==> src/hdl/keyboard_controller_ports_assert.svh <==
// Assertion macros used by the keyboard controller RTL.
`ifndef KEYBOARD_CONTROLLER_PORTS_ASSERT_SVH
`define KEYBOARD_CONTROLLER_PORTS_ASSERT_SVH

// Check a property on every clock edge outside reset.
`define KBC_ASSERT(label, prop) \
  label: assert property (@(posedge clk_i) disable iff (!rst_ni) (prop)) \
    else $error("keyboard controller assertion failed");

// Check that a condition in one cycle implies another in the next.
`define KBC_ASSERT_NEXT(label, ante, cons) \
  label: assert property (@(posedge clk_i) disable iff (!rst_ni) (ante) |=> (cons)) \
    else $error("keyboard controller sequence assertion failed");

`endif

==> src/hdl/kbc_pkg.sv <==
// Types, constants and codes for the keyboard controller.
`timescale 1ns / 1ps
`default_nettype none

package kbc_pkg;

  localparam int FIFO_DEPTH = 16;
  localparam int CNT_W      = $clog2(FIFO_DEPTH + 1);

  typedef enum logic [1:0] {
    OP_READ   = 2'd0,
    OP_WRITE  = 2'd1,
    OP_INJECT = 2'd2,
    OP_NOP    = 2'd3
  } op_e;

  typedef enum logic [2:0] {
    PEND_NONE    = 3'b001,
    PEND_CONFIG  = 3'b010,
    PEND_OUTPORT = 3'b100
  } pend_e;

  localparam logic [15:0] PORT_DATA = 16'h0060;
  localparam logic [15:0] PORT_CMD  = 16'h0064;

  localparam logic [7:0] CMD_RD_CFG     = 8'h20;
  localparam logic [7:0] CMD_WR_CFG     = 8'h60;
  localparam logic [7:0] CMD_VERSION    = 8'hA1;
  localparam logic [7:0] CMD_SELF_TEST  = 8'hAA;
  localparam logic [7:0] CMD_KBD_TEST   = 8'hAB;
  localparam logic [7:0] CMD_KBD_DIS    = 8'hAD;
  localparam logic [7:0] CMD_KBD_EN     = 8'hAE;
  localparam logic [7:0] CMD_RD_INPORT  = 8'hC0;
  localparam logic [7:0] CMD_WR_OUTPORT = 8'hD1;

  localparam logic [7:0] BYTE_ACK       = 8'hFA;
  localparam logic [7:0] BYTE_BAT_OK    = 8'hAA;
  localparam logic [7:0] BYTE_TEST_OK   = 8'h55;
  localparam logic [7:0] BYTE_KBD_OK    = 8'h00;
  localparam logic [7:0] BYTE_VERSION   = 8'h4E;
  localparam logic [7:0] BYTE_INPORT    = 8'hA0;
  localparam logic [7:0] BYTE_KBD_RESET = 8'hFF;
  localparam logic [7:0] BYTE_UNMAPPED  = 8'hFF;

  typedef struct packed {
    op_e         opcode;
    logic [15:0] port_addr;
    logic [7:0]  write_data;
    logic [7:0]  key_byte;
    logic        key_last;
    logic        key_irq;
  } in_item_t;

  typedef struct packed {
    logic [7:0] read_data;
    logic       irq_request;
    logic       gate_level;
  } out_item_t;

  // FIFO update requested by the controller for one beat.
  typedef struct packed {
    logic             pop;
    logic             push0;
    logic             push1;
    logic [7:0]       byte0;
    logic [7:0]       byte1;
    logic [CNT_W-1:0] count;
  } fifo_ctrl_t;

  typedef struct packed {
    logic       shift;
    logic       load;
    logic [7:0] load_data;
  } cell_ctrl_t;

endpackage

`default_nettype wire

==> src/hdl/kbc_cell.sv <==
// One FIFO cell: holds a byte, loads a new one or takes its neighbour's on a pop.
`timescale 1ns / 1ps
`default_nettype none

module kbc_cell (
  input  wire logic                clk_i,
  input  wire kbc_pkg::cell_ctrl_t ctrl_i,
  input  wire logic [7:0]          next_i,
  output logic [7:0]               data_o
);

  logic [7:0] data_q, data_d;

  always_comb begin
    data_d = data_q;
    if (ctrl_i.load) begin
      data_d = ctrl_i.load_data;
    end else if (ctrl_i.shift) begin
      data_d = next_i;
    end
  end

  always_ff @(posedge clk_i) begin
    data_q <= data_d;
  end

  assign data_o = data_q;

endmodule

`default_nettype wire

==> src/hdl/kbc_ctrl.sv <==
// Port decode, command handling and controller state for the keyboard controller.
`timescale 1ns / 1ps
`default_nettype none

module kbc_ctrl (
  input  wire logic              clk_i,
  input  wire logic              rst_ni,
  input  wire logic              accept_i,
  input  wire kbc_pkg::in_item_t item_i,
  input  wire logic [7:0]        head_i,
  output kbc_pkg::fifo_ctrl_t    fifo_o,
  output kbc_pkg::out_item_t     result_o
);

  localparam int CW = kbc_pkg::CNT_W;

  logic [CW-1:0]   count_q, count_d;
  logic [7:0]      last_q, last_d;
  logic            ws_q, ws_d;
  logic            sys_q, sys_d;
  kbc_pkg::pend_e  pend_q, pend_d;
  logic [7:0]      cfg_q, cfg_d;
  logic            a20_q, a20_d;

  logic            pop;
  logic [1:0]      npush;
  logic [7:0]      byte0, byte1;
  logic [7:0]      rd;
  logic            irq;
  logic            push0, push1;
  logic            status_rd;

  always_comb begin
    last_d    = last_q;
    ws_d      = ws_q;
    sys_d     = sys_q;
    pend_d    = pend_q;
    cfg_d     = cfg_q;
    a20_d     = a20_q;
    pop       = 1'b0;
    npush     = 2'd0;
    byte0     = kbc_pkg::BYTE_ACK;
    byte1     = kbc_pkg::BYTE_BAT_OK;
    rd        = 8'h00;
    irq       = 1'b0;
    status_rd = 1'b0;

    case (item_i.opcode)
      kbc_pkg::OP_READ: begin
        if (item_i.port_addr == kbc_pkg::PORT_DATA) begin
          if (count_q != '0) begin
            pop    = 1'b1;
            last_d = head_i;
          end
          rd  = last_d;
          irq = (count_q > CW'(1));
        end else if (item_i.port_addr == kbc_pkg::PORT_CMD) begin
          status_rd = 1'b1;
          rd   = {3'b000, 1'b1, 1'b0, sys_q, ws_q, (count_q != '0)};
          ws_d = 1'b0;
        end else begin
          rd = kbc_pkg::BYTE_UNMAPPED;
        end
      end
      kbc_pkg::OP_WRITE: begin
        if (item_i.port_addr == kbc_pkg::PORT_DATA) begin
          ws_d = 1'b1;
          case (pend_q)
            kbc_pkg::PEND_CONFIG:  cfg_d = item_i.write_data;
            kbc_pkg::PEND_OUTPORT: a20_d = item_i.write_data[1];
            default: begin
              irq   = 1'b1;
              npush = (item_i.write_data == kbc_pkg::BYTE_KBD_RESET) ? 2'd2 : 2'd1;
            end
          endcase
          pend_d = kbc_pkg::PEND_NONE;
        end else if (item_i.port_addr == kbc_pkg::PORT_CMD) begin
          ws_d = 1'b1;
          case (item_i.write_data)
            kbc_pkg::CMD_RD_CFG: begin
              npush = 2'd1;
              byte0 = cfg_q;
            end
            kbc_pkg::CMD_WR_CFG: pend_d = kbc_pkg::PEND_CONFIG;
            kbc_pkg::CMD_VERSION: begin
              npush = 2'd1;
              byte0 = kbc_pkg::BYTE_VERSION;
            end
            kbc_pkg::CMD_SELF_TEST: begin
              sys_d = 1'b1;
              npush = 2'd1;
              byte0 = kbc_pkg::BYTE_TEST_OK;
            end
            kbc_pkg::CMD_KBD_TEST: begin
              npush = 2'd1;
              byte0 = kbc_pkg::BYTE_KBD_OK;
            end
            kbc_pkg::CMD_KBD_DIS: ;
            kbc_pkg::CMD_KBD_EN: begin
              npush = 2'd1;
              byte0 = kbc_pkg::BYTE_ACK;
            end
            kbc_pkg::CMD_RD_INPORT: begin
              npush = 2'd1;
              byte0 = kbc_pkg::BYTE_INPORT;
            end
            kbc_pkg::CMD_WR_OUTPORT: pend_d = kbc_pkg::PEND_OUTPORT;
            default: pend_d = kbc_pkg::PEND_NONE;
          endcase
        end
      end
      kbc_pkg::OP_INJECT: begin
        npush = 2'd1;
        byte0 = item_i.key_byte;
        irq   = item_i.key_last & item_i.key_irq;
      end
      default: ;
    endcase
  end

  // Drop bytes that do not fit; pops and pushes never share a beat.
  assign push0 = accept_i && (npush != 2'd0) && (count_q < CW'(kbc_pkg::FIFO_DEPTH));
  assign push1 = accept_i && (npush == 2'd2) &&
                 ((count_q + CW'(1)) < CW'(kbc_pkg::FIFO_DEPTH));

  assign count_d = count_q - CW'(accept_i && pop) + CW'(push0) + CW'(push1);

  assign fifo_o.pop   = accept_i && pop;
  assign fifo_o.push0 = push0;
  assign fifo_o.push1 = push1;
  assign fifo_o.byte0 = byte0;
  assign fifo_o.byte1 = byte1;
  assign fifo_o.count = count_q;

  assign result_o.read_data   = rd;
  assign result_o.irq_request = irq;
  assign result_o.gate_level  = a20_d;

  always_ff @(posedge clk_i or negedge rst_ni) begin
    if (!rst_ni) begin
      count_q <= '0;
      last_q  <= 8'h00;
      ws_q    <= 1'b0;
      sys_q   <= 1'b0;
      pend_q  <= kbc_pkg::PEND_NONE;
      cfg_q   <= 8'h00;
      a20_q   <= 1'b0;
    end else if (accept_i) begin
      count_q <= count_d;
      last_q  <= last_d;
      ws_q    <= ws_d;
      sys_q   <= sys_d;
      pend_q  <= pend_d;
      cfg_q   <= cfg_d;
      a20_q   <= a20_d;
    end
  end

`include "keyboard_controller_ports_assert.svh"

  `KBC_ASSERT(a_count_bound, count_q <= CW'(kbc_pkg::FIFO_DEPTH))
  `KBC_ASSERT(a_pop_nonempty, !fifo_o.pop || (count_q != '0))
  `KBC_ASSERT(a_push_order, !push1 || push0)
  `KBC_ASSERT(a_no_pop_push, !(fifo_o.pop && push0))
  `KBC_ASSERT_NEXT(a_status_clears_ws, accept_i && status_rd, !ws_q)

endmodule

`default_nettype wire

==> src/hdl/keyboard_controller_ports.sv <==
// Top level of the keyboard controller: cell chain FIFO, controller and output skid.
//
//  channel | dir | handshake               | payload
//  --------+-----+-------------------------+-------------------------
//  in      | in  | in_valid_i / in_ready_o | in_item_i  (port access)
//  out     | out | out_valid_o/out_ready_i | out_item_o (one per beat)
//
// One item is accepted per cycle while the skid stage is empty; its result is registered in the output stage,
// or in the skid stage when the output is stalled. The rate is set by the combinational decode and the cell
// chain FIFO, which shifts one place per pop and loads up to two bytes per beat.
// Reset clears the controller state and the fill count; cell contents stay
// undefined until written and need no clearing pass.
// A stalled output holds its beat; one more beat parks in the skid stage.
`timescale 1ns / 1ps
`default_nettype none

module keyboard_controller_ports (
  input  wire logic               clk_i,
  input  wire logic               rst_ni,
  input  wire logic               in_valid_i,
  output logic                    in_ready_o,
  input  wire kbc_pkg::in_item_t  in_item_i,
  output logic                    out_valid_o,
  input  wire logic               out_ready_i,
  output kbc_pkg::out_item_t      out_item_o
);

  localparam int DEPTH = kbc_pkg::FIFO_DEPTH;
  localparam int CW    = kbc_pkg::CNT_W;

  logic                 accept;
  kbc_pkg::fifo_ctrl_t  fifo_ctrl;
  kbc_pkg::out_item_t   result;
  kbc_pkg::cell_ctrl_t  cell_ctrl [DEPTH];
  logic [7:0]           cell_q    [DEPTH];
  logic [7:0]           cell_next [DEPTH];

  kbc_pkg::out_item_t   out_q, skid_q;
  logic                 out_valid_q, skid_valid_q;

  assign in_ready_o = !skid_valid_q;
  assign accept     = in_valid_i && in_ready_o;

  kbc_ctrl u_ctrl (
    .clk_i    (clk_i),
    .rst_ni   (rst_ni),
    .accept_i (accept),
    .item_i   (in_item_i),
    .head_i   (cell_q[0]),
    .fifo_o   (fifo_ctrl),
    .result_o (result)
  );

  // Cell zero is the head; a pop moves every byte one cell towards it.
  for (genvar i = 0; i < DEPTH; i++) begin : g_cell
    logic ld0, ld1;

    assign ld0 = fifo_ctrl.push0 && (fifo_ctrl.count == CW'(i));
    assign ld1 = fifo_ctrl.push1 && ((fifo_ctrl.count + CW'(1)) == CW'(i));

    assign cell_ctrl[i].shift     = fifo_ctrl.pop;
    assign cell_ctrl[i].load      = ld0 || ld1;
    assign cell_ctrl[i].load_data = ld0 ? fifo_ctrl.byte0 : fifo_ctrl.byte1;

    if (i == DEPTH - 1) begin : g_tail
      assign cell_next[i] = 8'h00;
    end else begin : g_link
      assign cell_next[i] = cell_q[i+1];
    end

    kbc_cell u_cell (
      .clk_i  (clk_i),
      .ctrl_i (cell_ctrl[i]),
      .next_i (cell_next[i]),
      .data_o (cell_q[i])
    );
  end

  always_ff @(posedge clk_i or negedge rst_ni) begin
    if (!rst_ni) begin
      out_valid_q  <= 1'b0;
      skid_valid_q <= 1'b0;
    end else if (out_valid_q && !out_ready_i) begin
      if (accept) begin
        skid_valid_q <= 1'b1;
      end
    end else if (skid_valid_q) begin
      out_valid_q  <= 1'b1;
      skid_valid_q <= 1'b0;
    end else begin
      out_valid_q <= accept;
    end
  end

  always_ff @(posedge clk_i) begin
    if (out_valid_q && !out_ready_i) begin
      if (accept) begin
        skid_q <= result;
      end
    end else if (skid_valid_q) begin
      out_q <= skid_q;
    end else if (accept) begin
      out_q <= result;
    end
  end

  assign out_valid_o = out_valid_q;
  assign out_item_o  = out_q;

endmodule

`default_nettype wire

==> config.mk <==
export PLATFORM = sky130hd
export DESIGN_NAME = keyboard_controller_ports
export DESIGN_NICKNAME = d
export VERILOG_FILES = /design/src/hdl/kbc_pkg.sv /design/src/hdl/kbc_cell.sv /design/src/hdl/kbc_ctrl.sv /design/src/hdl/keyboard_controller_ports.sv
export VERILOG_INCLUDE_DIRS = /design/src /design/src/hdl
export SDC_FILE = /design/constraint.sdc
export NUM_CORES = 1
export LEC_CHECK = 0
export BUFFER_PORTS_ARGS = -buffer_cell sky130_fd_sc_hd__buf_2
export CORE_ASPECT_RATIO = 0.9
export CORE_MARGIN = 1
export CORE_UTILIZATION = 45
export CTS_CLUSTER_DIAMETER = 200
export DETAILED_ROUTE_END_ITERATION = 10
export GPL_TIMING_DRIVEN = 0
export SLEW_MARGIN = 15
export SYNTH_ARGS = -nofsm -noshare
export SYNTH_HDL_FRONTEND = slang
export SYNTH_SLANG_ARGS = --single-unit
export TNS_END_PERCENT = 1
==> constraint.sdc <==
create_clock -name clk_i -period 8.9 [get_ports clk_i]
set_input_delay 0.89 -clock clk_i [delete_from_list [all_inputs] [get_ports clk_i]]
set_output_delay 0.89 -clock clk_i [all_outputs]
set_load 0.005 [all_outputs]
==> results of run 1 <==
cell type report:
type,count,area [um^2]
clock buffers,17,425.4
inverters,18,67.56
diodes,1,2.502
plain buffers,46,241.5
multi-input cells,571,3856
fillers,1773,9673
clock inverters,15,161.4
flip-flops and latches,177,5171
repair buffers,50,252.7
well taps,255,319.1
state kept, by name, summed over array words and instances, names as in the netlist:
name / cells
u_ctrl.cfg_q: 8
u_ctrl.count_q: 5
skid_valid_q: 1
out_valid_o: 1
u_ctrl.last_q: 8
u_ctrl.pend_q: 3
out_item_o: 10
g_cell.u_cell.data_o: 128
u_ctrl.a20_q: 1
skid_q: 10
u_ctrl.sys_q: 1
u_ctrl.ws_q: 1
routing by layer:
| layer | GRT usage (%) | vias up |
|---|---|---|
| met2 | 36.70 | 210 |
| met4 | 7.263 | 0 |
| met1 | 31.49 | 3260 |
| li1 | - | 3085 |
| met3 | 4.719 | 35 |
| met5 | 0 | - |
worst reg2reg max path: cells and delay by family, from the launching register on:
| family | cells | cell delay [ps] |
|---|---|---|
| fa+ha+maj | 4 | 1480 |
| xor+xnor | 1 | 130 |
| simple gates | 5 | 1080 |
| buf+inv | 4 | 910 |
| flops | 1 | 470 |
| compound gates | 2 | 230 |
cell usage in the layout (no fill, tap or decap), drive strengths merged, types with 9 or more instances in the layout:
cell and n:
o211ai 13, inv 25, nor4 9, edfxtp 148
a21oi 14, and3 9, dfrtp 28, nor3 15
mux2i 127, clkbuf 45, nand2 130, nor2 93
buf 68, ha 15, mux2 23, o21ai 18
nand3 28
cell families (layout without fill, tap and decap cells):
kind of cell               after synthesis  after routing  synth area share (%)
AOI/OAI and AO/OA                       72             72                 5.797
muxes                                  150            150                 16.41
and+or+nand+nor                        326            326                 16.01
other                                    0              1                     0
buffers and inverters                   64            146                 3.314
DFF                                    177            177                 55.46
adders and majority gates               17             17                 2.442
xor gates and xnor gates                 6              6                0.5636
power groups by stage:
stage                     combinational [mW]  sequential, mW  clock, mW
after CTS                              0.318           0.933      0.765
after floorplan                        0.207           0.946          0
after detailed placement               0.316           0.951          0
after global routing                   0.354           0.935      0.795
after global placement                 0.308           0.950          0
final                                  0.320           0.933      0.757
per-stage QoR:
| step | instance area [um^2] | setup WS, ps | utilization (%) |
|---|---|---|---|
| finish | 10500 | 4019 | 52.04 |
| global route | 10500 | 3688 | 52.03 |
| CTS | 10500 | 4026 | 52.03 |
| detailed placement | 9908 | 3578 | 49.12 |
| global placement | 9888 | 3733 | 49.02 |
| floorplan | 9324 | 4215 | - |
worst max-delay path by stage:
stage	start	to	slack [ps]	cells after the start
3_5_place_dp	in_item_i[33]	u_ctrl.count_q[4]	3580	16
5_1_grt	in_item_i[33]	u_ctrl.count_q[4]	3690	16
2_1_floorplan	in_item_i[26]	u_ctrl.count_q[4]	4210	16
6_report	in_item_i[33]	u_ctrl.count_q[4]	4020	16
3_3_place_gp	in_item_i[33]	u_ctrl.count_q[4]	3730	16
4_1_cts	in_item_i[33]	u_ctrl.count_q[4]	4030	16
==> impl_results.md, run 1 <==
- Status: complete, no violations
- Max Clk Rate: 204.9 MHz
- Critical path data arrival time: 5190 ps
- Vias: 6,590
- Worst r2r path cells: 16
- Post-synth top area share: 47.67%
- Total power: 2.009 mW
- I/O pins: 52
- Worst hold path depth: 2
- Share of power burned in registers: 46.4%
- Root Driver: clkbuf_16
- Cell mode on critical path: nor2_1
- Total net switching power: 598.3 uW
- Fin Setup TNS: 0 ps
- Vias per inst: 5.730
- GRT overflow: 0
- Post-route DRC: 0
- Critical path startpoint category: primary input
- Highest Signal Layer: met4
- R2R Path Start: u_ctrl.count_q[3]
- Post-CTS Setup Inserts: 0
- Largest net degree at the start of global routing: 30
- Clk pwr share: 37.7%
- Sequential fraction of the synthesis area: 55.46%
- Routed WL: 23,270 um
- Wire per inst: 20.23 um
- CORE AREA: 20,170 um^2
- Critical path's top delay family: simple AND/OR/NAND/NOR gates
- All-Layer GR Usage: 22.99%
- First-pass GRT wire length: 37,370 um
- Measured slew at the worst slew-check pin: 1086 ps
- Die width: 153.7 um
- Hold_ws: 473.0 ps
- Syn nets: 869
- Post-layout min period: 4881 ps
- Worst hold start: u_ctrl.last_q[7]
- Relative slew slack: 27.60%
- Final hold vios: 0
- Critical Path End Type: flip-flop
- Post-Route Skew: 11.67 ps
- Mapped cell area: 9324 um^2
- Metal2 WL: 10,750 um
- Reg clk slew, reported paths: 80 ps
- Number of synthesized flops with an enable pin: 148
- Crit path cell chain: buf_2 > nand2b_1 > nor4_1 > or4b_2 > a2111oi_4 > buf_6 > nor2_1 > ha_1 > inv_1 > fa_1 > fa_1 > a21oi_1 > nor2_1 > nor2_1 > xnor2_1 > o21ai_0
- Synth cell types: 65
- Most frequent cell after synthesis: edfxtp_1
- Final Cycle Share: 54.84%
- Post_cts resized: 0
- Number of CTS-inserted buffers: 17
- Asr flop ratio synth: 16.38%
- Commonest cells post-synth: edfxtp_1, nand2_1, mux2i_1
- Placed cells: 1,117
- Initial Util: 46.23%
- Worst path max stage delay: 720 ps
- PortBufs: 49
- Fin. max-slew vios: 0
- Critical Path RT: 9210 ps
- Share of layout cells above drive strength 1: 16.11%
- Worst path slowest cell: or4b_2
- Layout area overhead: 12.59%
- Power per cell area: 191.4 nW/um^2
- Avg Inst Size Synth: 11.48 um^2
- Hold endpoint: u_ctrl.last_q[7]
- Initial antenna violation count: 0
- WP buf/inv: 3
- Leak pwr: 4.888 nW
- Vert. Die Dim: 138.6 um
- Comb pwr share: 15.9%
- Met3 routed WL: 1296 um
- Max Cap Viol: 0
- Switching share of power: 29.78%
- #FFs+latches synth: 177
- Maximum vdd drop: 122.8 uV
- Detailed Place HPWL: 17,260 um
- CTS tree: yes
- CTS H-tree depth: 4
- CTS Hold Bufs: 0
- RSZ-0062 raised after global routing: no
- Bufs on Longest Clock Path: 2
- CP Class: in2reg
- R2r setup slk: 4470 ps
- Vias in the first global route: 6,760
- Starting DRT DRC Count: 404
- Post-Synthesis Cells: 812
- DIE AREA: 21,300 um^2
- Final Setup Violations: 0
- Detailed Routing Iterations Pass 1: 5
- Int Power: 1.411 mW
- Worst skew pair latency: 430 ps
- Top cells by area, synth: edfxtp_1, mux2i_1, dfrtp_1
- Met1 wire length: 10,780 um
- Min-Delay Path Class: reg2reg
- FF-to-FF End: u_ctrl.count_q[4]
- Cell row count: 49
- CP Max Fanout: 10
- Ys flop type: edfxtp_1
- Yosys top cell by area: edfxtp_1
- Post-route ant nets: 0
- Clock Sinks: 177
- Placer Congestion: 0.9109
- Yosys warnings: 0
- Finished Layout Cells: 1,150
- Post-layout net count: 938
(Power assumes the default switching activity.)
==> inputs of run 2 (changes only) <==
==> constraint.sdc (replaced) <==
create_clock -name clk_i -period 4.35 [get_ports clk_i]
set_input_delay 0.435 -clock clk_i [delete_from_list [all_inputs] [get_ports clk_i]]
set_output_delay 0.435 -clock clk_i [all_outputs]
set_load 0.005 [all_outputs]
==> run 2 against run 1 <==
Effect of this change:
- cell count up 0.43%
- sequential share of layout area is 0.30 points lower
- worst setup slack worse by 3800 ps
- register-to-register slack got worse by 4100 ps
- design area grew 0.61%
- clock skew rose by 0.76 ps
- first-iteration DRC count down 7.2%
- global-route usage about the same
- core utilization grew 0.32 points
- non-clock buffer count rose by 6
- total power increased by 110%
- routed wire length is 0.68% higher
- largest power group unchanged
==> impl_results.md, run 2 (synthesis gave the netlist of run 1 again) <==
- Status: complete, no violations
- Clock Sinks: 177
- Total net switching power: 1.238 mW
- CTS tree: yes
- Fillcell total: 1,761
- Post-route ant nets: 0
- CP Max Fanout: 10
- Max Clk Rate: 244.1 MHz
- Root Driver: clkbuf_16
- Final Cycle Share: 94.19%
- Switching share of power: 29.90%
- Leak pwr: 4.923 nW
- Starting DRT DRC Count: 375
- Reg clk slew, reported paths: 80 ps
- CP Class: in2reg
- FF-to-FF End: u_ctrl.count_q[4]
- Comb pwr share: 16.4%
- Post-layout net count: 944
- Vert. Die Dim: 138.6 um
- All-Layer GR Usage: 23.01%
- CTS H-tree depth: 4
- Cell mode on critical path: nor2_1
- DIE AREA: 21,300 um^2
- Clk pwr share: 37.5%
- Share of power burned in registers: 46.1%
- Critical Path RT: 4660 ps
- Worst skew pair latency: 440 ps
- Vias: 6,607
- CTS Hold Bufs: 0
- Critical path data arrival time: 4410 ps
- Placed cells: 1,117
- Worst r2r path cells: 15
- Post-route DRC: 0
- Int Power: 2.903 mW
- Fin Setup TNS: 0 ps
- Routed WL: 23,420 um
- R2r setup slk: 410 ps
- Max Cap Viol: 0
- Power per cell area: 392.0 nW/um^2
- Finished Layout Cells: 1,155
- Wire per inst: 20.28 um
- Hold_ws: 53.76 ps
- Relative slew slack: 26.54%
- Layout area overhead: 13.27%
- Critical path startpoint category: primary input
- PortBufs: 49
- Min-Delay Path Class: in2async
- Bufs on Longest Clock Path: 2
- Vias per inst: 5.720
- WP buf/inv: 4
- Footprint of the multi-input gates: 3869 um^2
- Maximum vdd drop: 253.4 uV
- Most common cell after layout, fill and taps aside: edfxtp_1
- Detailed Place HPWL: 17,260 um
- Crit path cell chain: buf_2 > or4_4 > or4_1 > buf_4 > or3_4 > a21oi_4 > buf_4 > nor2_1 > ha_1 > inv_1 > fa_1 > fa_1 > a21oi_1 > nor2_1 > nor2_1 > xnor2_1 > o21ai_0
- Measured slew at the worst slew-check pin: 1095 ps
- First-pass GRT wire length: 37,410 um
- I/O pins: 52
- Vias in the first global route: 6,768
- Number of CTS-inserted buffers: 17
- Die width: 153.7 um
- Worst path max stage delay: 540 ps
- Initial antenna violation count: 0
- Storage element area: 5171 um^2
- Final Setup Violations: 0
- Max reg flops: 128
- Post-layout min period: 4097 ps
- Largest net degree at the start of global routing: 30
- Most frequent cells in the layout: edfxtp_1, nand2_1, mux2i_1
- Placer Congestion: 0.9109
- Critical Path End Type: flip-flop
- Share of layout cells above drive strength 1: 17.11%
- Critical path's top delay family: simple AND/OR/NAND/NOR gates
- Final hold vios: 0
- Detailed Routing Iterations Pass 1: 5
- Fin. max-slew vios: 0
- CORE AREA: 20,170 um^2
- # diodes: 0
- Cell row count: 49
- RSZ-0062 raised after global routing: no
- GRT overflow: 0
- Post-Route Skew: 12.42 ps
- R2R Path Start: u_ctrl.count_q[3]
- Initial Util: 46.23%
- Worst path slowest cell: or4_4
==> run 2: final cells by class <==
cell class / count / area share (%)
well taps: 255 / 3.021
inverters: 18 / 0.6753
clock buffers: 17 / 4.028
repair buffers: 57 / 2.891
clock inverters: 15 / 1.528
multi-input cells: 571 / 36.63
flip-flops and latches: 177 / 48.96
plain buffers: 45 / 2.263
==> run 2: repair_timing <==
| action | 4_1_cts | 5_1_grt |
|---|---|---|
| endpoints found under the setup margin | 1 | 1 |
| pin swaps | 0 | 3 |
| buffers inserted | 0 | 7 |
| hold endpoints to repair | 0 | 0 |
| gates resized for setup | 2 | 3 |
==> run 2: power by group through the flow <==
stage	logic, mW	registers, mW	clock network [mW]
after detailed placement	0.647	1.95	0
after global placement	0.630	1.94	0
after global routing	0.746	1.92	1.63
final	0.678	1.91	1.55
after CTS	0.655	1.91	1.57
after floorplan	0.422	1.94	0
==> run 2: worst reg2reg max path: stages, from the launching register on <==
cell and delay (ps):
dfrtp_1 470, inv_1 200, ha_1 260, nand2b_1 160
nor3_4 310, or3_1 360, clkinvlp_4 280, ha_1 340
inv_1 50, fa_1 420, fa_1 420, a21oi_1 150
nor2_1 50, nor2_1 130, xnor2_1 130, o21ai_0 80
==> run 2: through the flow <==
| step | total power [mW] | util (%) | area [um^2] | setup slack [ps] |
|---|---|---|---|---|
| 5_1_grt | 4.288 | 52.36 | 10560 | 79.10 |
| 3_3_place_gp | 2.575 | 49.02 | 9888 | -361.6 |
| 2_1_floorplan | 2.358 | - | 9324 | 119.8 |
| 6_report | 4.140 | 52.36 | 10560 | 252.8 |
| 4_1_cts | 4.131 | 52.09 | 10510 | 39.19 |
| 3_5_place_dp | 2.592 | 49.12 | 9908 | -517.5 |
==> run 2: worst max path at each step <==
stage	start	end	slack (ps)	depth (start not counted)
2_1_floorplan	in_item_i[26]	u_ctrl.count_q[4]	120	16
3_3_place_gp	in_item_i[33]	u_ctrl.count_q[4]	-360	16
3_5_place_dp	in_item_i[33]	u_ctrl.count_q[4]	-520	16
4_1_cts	in_item_i[20]	u_ctrl.count_q[4]	40	17
5_1_grt	in_item_i[26]	u_ctrl.count_q[4]	80	17
6_report	in_item_i[26]	u_ctrl.count_q[4]	250	17
==> run 2: routing by layer <==
| layer | track usage, % | wire length [um] | up-vias |
|---|---|---|---|
| li1 | - | - | 3096 |
| met2 | 36.70 | 10920 | 183 |
| met5 | 0 | 0 | - |
| met3 | 4.719 | 1039 | 27 |
| met1 | 31.56 | 11050 | 3301 |
| met4 | 7.263 | 420 | 0 |
